<file path="src/sv/gfsbox_pkg.sv">
// shared constants and field arithmetic for the gf256 inverse and affine s-box
package gfsbox_pkg;

  localparam int unsigned NUM_STAGES = 14;   // value stages; last one holds x^254
  localparam int unsigned ADDR_W     = 4;

  localparam logic [7:0] RST_POLY_LOW     = 8'hCF;
  localparam logic [7:0] RST_AFFINE_ROW   = 8'hE3;
  localparam logic [7:0] RST_AFFINE_CONST = 8'h8D;

  typedef enum logic [1:0] {
    REG_POLY_LOW     = 2'd0,
    REG_AFFINE_ROW   = 2'd1,
    REG_AFFINE_CONST = 2'd2,
    REG_NONE         = 2'd3
  } reg_idx_t;

  typedef logic [7:0] byte_t;

  // product modulo 0x100 | poly, shift-and-add over the eight bits of b
  function automatic byte_t gf_mul(input byte_t a, input byte_t b, input byte_t poly);
    byte_t acc;
    byte_t sh;
    acc = '0;
    sh  = a;
    for (int k = 0; k < 8; k++) begin
      if (b[k]) begin
        acc = acc ^ sh;
      end
      sh = sh[7] ? ((sh << 1) ^ poly) : (sh << 1);
    end
    return acc;
  endfunction

  // output bit i: parity of (row rotated left by i) and inv, plus const bit 7-i
  function automatic byte_t affine_map(input byte_t inv, input byte_t row, input byte_t cst);
    byte_t res;
    byte_t rot;
    res = '0;
    for (int i = 0; i < 8; i++) begin
      rot    = (row << i) | (row >> (8 - i));
      res[i] = (^(rot & inv)) ^ cst[7 - i];
    end
    return res;
  endfunction

endpackage

</file>
<file path="src/sv/gf256_inverse_affine_sbox_core.sv">
// gf256 inverse by power 254 followed by a configurable affine map, fully pipelined
// throughput: one word per cycle while the output is not stalled; an input register, a 13-stage square/multiply chain
// and an affine output stage, each stage at most one field multiply deep
// stalled stages hold; empty stages ahead of a stall keep filling (bubbles collapse)
// reset: synchronous, active high; clears all valid bits and loads the configuration registers with their defaults
module gf256_inverse_affine_sbox_core
  import gfsbox_pkg::*;
(
  input  logic                clk,
  input  logic                rst,
  // input channel
  input  logic                in_valid,
  output logic                in_ready,
  input  logic [7:0]          in_byte,
  // output channel
  output logic                out_valid,
  input  logic                out_ready,
  output logic [7:0]          out_byte,
  output logic [7:0]          inv_byte,
  // register port
  input  logic                psel,
  input  logic                penable,
  input  logic                pwrite,
  input  logic [ADDR_W-1:0]   paddr,
  input  logic [31:0]         pwdata,
  output logic [31:0]         prdata,
  output logic                pready
);

  // configuration registers
  byte_t poly_low;
  byte_t affine_row;
  byte_t affine_const;

  reg_idx_t reg_sel;
  logic     wr_en;

  // pipeline state: valid bit, running power of x, and x itself
  logic  v   [NUM_STAGES];
  byte_t r   [NUM_STAGES];
  byte_t xq  [NUM_STAGES];
  byte_t res [NUM_STAGES];
  logic  adv [NUM_STAGES];
  logic  out_adv;

  assign pready  = 1'b1;
  assign reg_sel = reg_idx_t'(paddr[3:2]);
  assign wr_en   = psel & penable & pwrite & pready;

  // register writes; unknown index is ignored
  always_ff @(posedge clk) begin
    if (rst) begin
      poly_low     <= RST_POLY_LOW;
      affine_row   <= RST_AFFINE_ROW;
      affine_const <= RST_AFFINE_CONST;
    end else if (wr_en) begin
      case (reg_sel)
        REG_POLY_LOW:     poly_low     <= pwdata[7:0];
        REG_AFFINE_ROW:   affine_row   <= pwdata[7:0];
        REG_AFFINE_CONST: affine_const <= pwdata[7:0];
        default:          ;
      endcase
    end
  end

  // register read-back, zero extended
  always_comb begin
    case (reg_sel)
      REG_POLY_LOW:     prdata = {24'd0, poly_low};
      REG_AFFINE_ROW:   prdata = {24'd0, affine_row};
      REG_AFFINE_CONST: prdata = {24'd0, affine_const};
      default:          prdata = '0;
    endcase
  end

  // ready chain: a stage may load when it is empty or its contents move on
  assign out_adv = ~out_valid | out_ready;

  always_comb begin
    adv[NUM_STAGES-1] = ~v[NUM_STAGES-1] | out_adv;
    for (int j = NUM_STAGES - 2; j >= 0; j--) begin
      adv[j] = ~v[j] | adv[j+1];
    end
  end

  assign in_ready = adv[0];

  // stage work: stage 0 loads x, odd stages square, later even stages multiply by x
  // chain of powers: x, 2, 3, 6, 7, 14, 15, 30, 31, 62, 63, 126, 127, 254
  always_comb begin
    res[0] = in_byte;
    for (int j = 1; j < NUM_STAGES; j++) begin
      if ((j % 2) == 1) begin
        res[j] = gf_mul(r[j-1], r[j-1], poly_low);
      end else begin
        res[j] = gf_mul(r[j-1], xq[j-1], poly_low);
      end
    end
  end

  // valid bits
  always_ff @(posedge clk) begin
    if (rst) begin
      for (int j = 0; j < NUM_STAGES; j++) begin
        v[j] <= 1'b0;
      end
      out_valid <= 1'b0;
    end else begin
      if (adv[0]) begin
        v[0] <= in_valid;
      end
      for (int j = 1; j < NUM_STAGES; j++) begin
        if (adv[j]) begin
          v[j] <= v[j-1];
        end
      end
      if (out_adv) begin
        out_valid <= v[NUM_STAGES-1];
      end
    end
  end

  // payload, no reset needed
  always_ff @(posedge clk) begin
    if (adv[0] && in_valid) begin
      r[0]  <= res[0];
      xq[0] <= in_byte;
    end
    for (int j = 1; j < NUM_STAGES; j++) begin
      if (adv[j] && v[j-1]) begin
        r[j]  <= res[j];
        xq[j] <= xq[j-1];
      end
    end
    if (out_adv && v[NUM_STAGES-1]) begin
      inv_byte <= r[NUM_STAGES-1];
      out_byte <= affine_map(r[NUM_STAGES-1], affine_row, affine_const);
    end
  end

endmodule

</file>
<file path="config.mk">
export PLATFORM = sky130hd
export DESIGN_NAME = gf256_inverse_affine_sbox_core
export DESIGN_NICKNAME = d
export VERILOG_FILES = /design/src/sv/gfsbox_pkg.sv /design/src/sv/gf256_inverse_affine_sbox_core.sv
export SDC_FILE = /design/constraint.sdc
export NUM_CORES = 2
export LEC_CHECK = 0
export BUFFER_PORTS_ARGS = -buffer_cell sky130_fd_sc_hd__buf_2
export CAP_MARGIN = 25
export CORE_ASPECT_RATIO = 1.5
export CORE_MARGIN = 5
export CORE_UTILIZATION = 51
export DETAILED_ROUTE_END_ITERATION = 10
export PLACE_DENSITY = 0.67
export SYNTH_ARGS = -nofsm -noshare
export SYNTH_HDL_FRONTEND = slang
export SYNTH_SLANG_ARGS = --single-unit
</file>
<file path="constraint.sdc">
create_clock -name clk -period 5.9 [get_ports clk]
set_input_delay 0.59 -clock clk [delete_from_list [all_inputs] [get_ports clk]]
set_output_delay 0.59 -clock clk [all_outputs]
set_load 0.01 [all_outputs]
</file>
==> impl_metrics.py <==
metrics = {
    "timing": {
        "rsz0062_at_grt": "false",
        "relSlewSlack_pct": 21.0,
        "finalCritPeriodShare_pct": 90.4,
        "fin_setup_tns_ps": 0,
        "min_period_ps": 5340,
        "fmax_mhz": 187,
        "hold_violations": 0,
        "holdWs_ps": 134,
        "setup_viol_count_final": 0,
        "tightest_slew_ps": 1180,
        "slew_viol_final": 0,
        "skew_ps": 47.4,
    },
    "routing": {
        "via_per_inst": 6.31,
        "drt-initial-drc-count": 3772,
        "first_pass_iters": 8,
        "drc": 0,
        "wl_um": 141000,
        "ant_nets": 0,
        "vias": 39600,
        "post_drt_wl_per_cell_um": 22.5,
    },
    "worst_setup_path": {
        "crit_path_start": "poly_low[7]$_SDFFE_PP1P_",
        "reg2reg_depth": 13,
        "critPathArrivalTime_ps": 5670,
        "crit_fanout": 46,
        "reg2reg_from": "poly_low[7]$_SDFFE_PP1P_",
        "cp_slowest_cell": "dfxtp_4",
        "required_ps": 6240,
        "cp_common_cell": "or3_1",
        "critPathMaxStageDelay_ps": 810,
        "start_kind": "flop",
        "rr_endpoint": "r[0][47]$_DFFE_PP_",
        "crit_type": "reg2reg",
        "r2r_setup_slack_ps": 560,
        "endpoint_kind": "flop",
        "crit_chain": "nand2_1 > buf_4 > a21oi_1 > or3_1 > a211oi_2 > o41ai_2 > o21ai_1 > or3_1 > a32oi_2 > nor4b_1 > a311o_1 > a32oi_1 > xnor2_1",
    },
    "placement": {
        "place_congestion": 0.981,
        "place_hpwl_um": 100000,
        "dp.cells": 6229,
        "io_buffers": 50,
    },
    "clocking": {
        "cts_root_buf": "clkbuf_16",
        "cts.path.max_buffers": 3,
        "clk_latency_ps": 640,
        "clock_sinks": 255,
        "clk_pin_slew_worst_paths_ps": 60,
        "post_cts_buffers": 0,
        "cts_hold_buffers": 0,
        "cts_resized": 0,
        "cts_made_buffers": 29,
        "h-tree-depth": 1,
        "cts_tree": "built",
    },
    "grt": {
        "grt_overflow": 0,
        "antenna_found_initial": 1,
        "grt_pass1_vias": 36900,
        "grt_max_degree": 133,
        "grt_pass1_wl_um": 215000,
        "grt_usage_pct": 31.5,
    },
    "synthesis": {
        "synth_edf_count": 230,
        "synthCells": 5482,
        "synth-seq-cells": 255,
        "yosysMostFrequentCell": "nand2_1",
        "async_reset_ff_share_pct": 0,
        "mappedNetlistArea_mm2": 0.0409,
        "yosysTopAreaCellShare_pct": 21.4,
        "synth_top_cell_by_area": "xnor2_1",
        "ys_types": 103,
        "synthTopCellsByCount": "1214 x nand2_1, 996 x xnor2_1, 309 x clkbuf_1",
        "netlist_top_cells_area": "xnor2_1 21%, edfxtp_1 17%, nand2_1 11%",
        "synth.avg_cell_area_um2": 7.45,
        "yosysWarnings": 0,
        "synth_ff_type": "edfxtp_1",
        "yosysSeqAreaShare_pct": 18.1,
    },
    "power": {
        "vdd.ir_drop.worst_v": 0.000718,
        "p_leak_nw": 16.1,
        "p_per_area_mw_per_mm2": 536,
        "power_mw": 22.9,
    },
    "min_path": {
        "worstHoldPathCells": 1,
        "min-delay-start": "in_byte[0]",
        "hold_path.class": "in2reg",
        "holdPathEnd": "xq[0][0]$_DFFE_PP_",
    },
    "floorplan": {
        "start_util_pct": 51.2,
        "io-pin-count": 102,
        "core_area_mm2": 0.0798,
        "fp.dieW_um": 241,
        "num_rows": 127,
        "die_h_um": 357,
        "fp.dieArea_mm2": 0.0860,
    },
    "finish": {
        "nets": 5279,
        "fin_cells": 6284,
        "area_growth_pct": 4.40,
        "final_layout_size_suffix_gt1_share_pct": 8.48,
        "nFillCells": 7742,
    },
    "flow_run": {
        "maxCapViolCount": 0,
    },
    "outcome": {
        "status": "completed",
    },
}
[final cells by class]
class                   instances  area [um2]  share of cell area [%]
flip-flops and latches        255        7440                    17.4
clock buffers                  32         737                    1.73
diodes                          2        5.00                  0.0117
well taps                    1032        1290                    3.03
repair buffers                221        1680                    3.95
inverters                      51         193                   0.452
clock inverters                21         248                   0.581
multi-input cells            4670       31100                    72.8
[state kept, by name, indices dropped and copies added (netlist names)]
name / count
v: 14
r: 104
poly_low: 8
xq: 96
inv_byte: 8
out_byte: 8
affine_const: 8
affine_row: 8
out_valid: 1
[cell usage in the layout (no fill, tap or decap), drive strengths merged, types with 46 or more instances in the layout]
cell type,instances
a211oi,80
a21oi,302
a22o,52
a32oi,76
and2,61
and3,46
buf,221
edfxtp,230
inv,54
mux2i,58
nand2,1214
nand2b,71
nand3,139
nor2,203
nor2b,61
o211ai,77
o21ai,318
o311ai,46
xnor2,1026
xor2,233
[worst max-delay path by stage]
stage | end | slack [ps]
after global routing | r[0][47]$_DFFE_PP_ | 250
after global placement | r[0][24]$_DFFE_PP_ | 890
final | r[0][47]$_DFFE_PP_ | 560
after detailed placement | r[1][31]$_DFFE_PP_ | 750
after floorplan | prdata[4] | 2000
after CTS | r[1][31]$_DFFE_PP_ | 740
[per-layer routing]
metal | up-vias | part of all wire, % | GRT usage (%)
li1 | 18300 | - | -
met1 | 18700 | 36 | 36.8
met2 | 1958 | 47 | 53.3
met3 | 620 | 8.7 | 4.65
met4 | 0 | 8.3 | 20.7
met5 | - | 0 | 0
[critical path: cells and delay by family, from the launching register on]
| kind | cells | cell delay [ps] |
|---|---|---|
| flip-flops | 1 | 810 |
| AND/OR/NAND/NOR | 4 | 1730 |
| AO/OA/AOI/OAI | 7 | 1910 |
| buffers and inverters | 1 | 370 |
| XOR/XNOR | 1 | 160 |
[kinds of logic (layout without fill, tap and decap cells)]
family	Yosys count	in the layout	synth area share (%)
simple gates	2012	2012	22.3
buf+inv	580	325	6.16
flops	255	255	18.1
xor+xnor	1300	1300	30.3
other cells	2	27	0.0184
mux	70	70	1.78
compound gates	1263	1263	21.3
[metrics by stage]
step	cell area, um2	utilization, %	setup WS [ps]
floorplan	40900	-	2000
global route	42600	53.5	254
finish	42600	53.5	565
global placement	41600	52.2	892
CTS	42600	53.5	735
detailed placement	41700	52.2	747
[report_power, final]
part | internal (mW) | switching [mW]
logic | 8.22 | 9.54
registers | 2.78 | 0.397
clock network | 1.09 | 0.841
total | 12.1 | 10.8
Power figures use the tool's default switching activity.
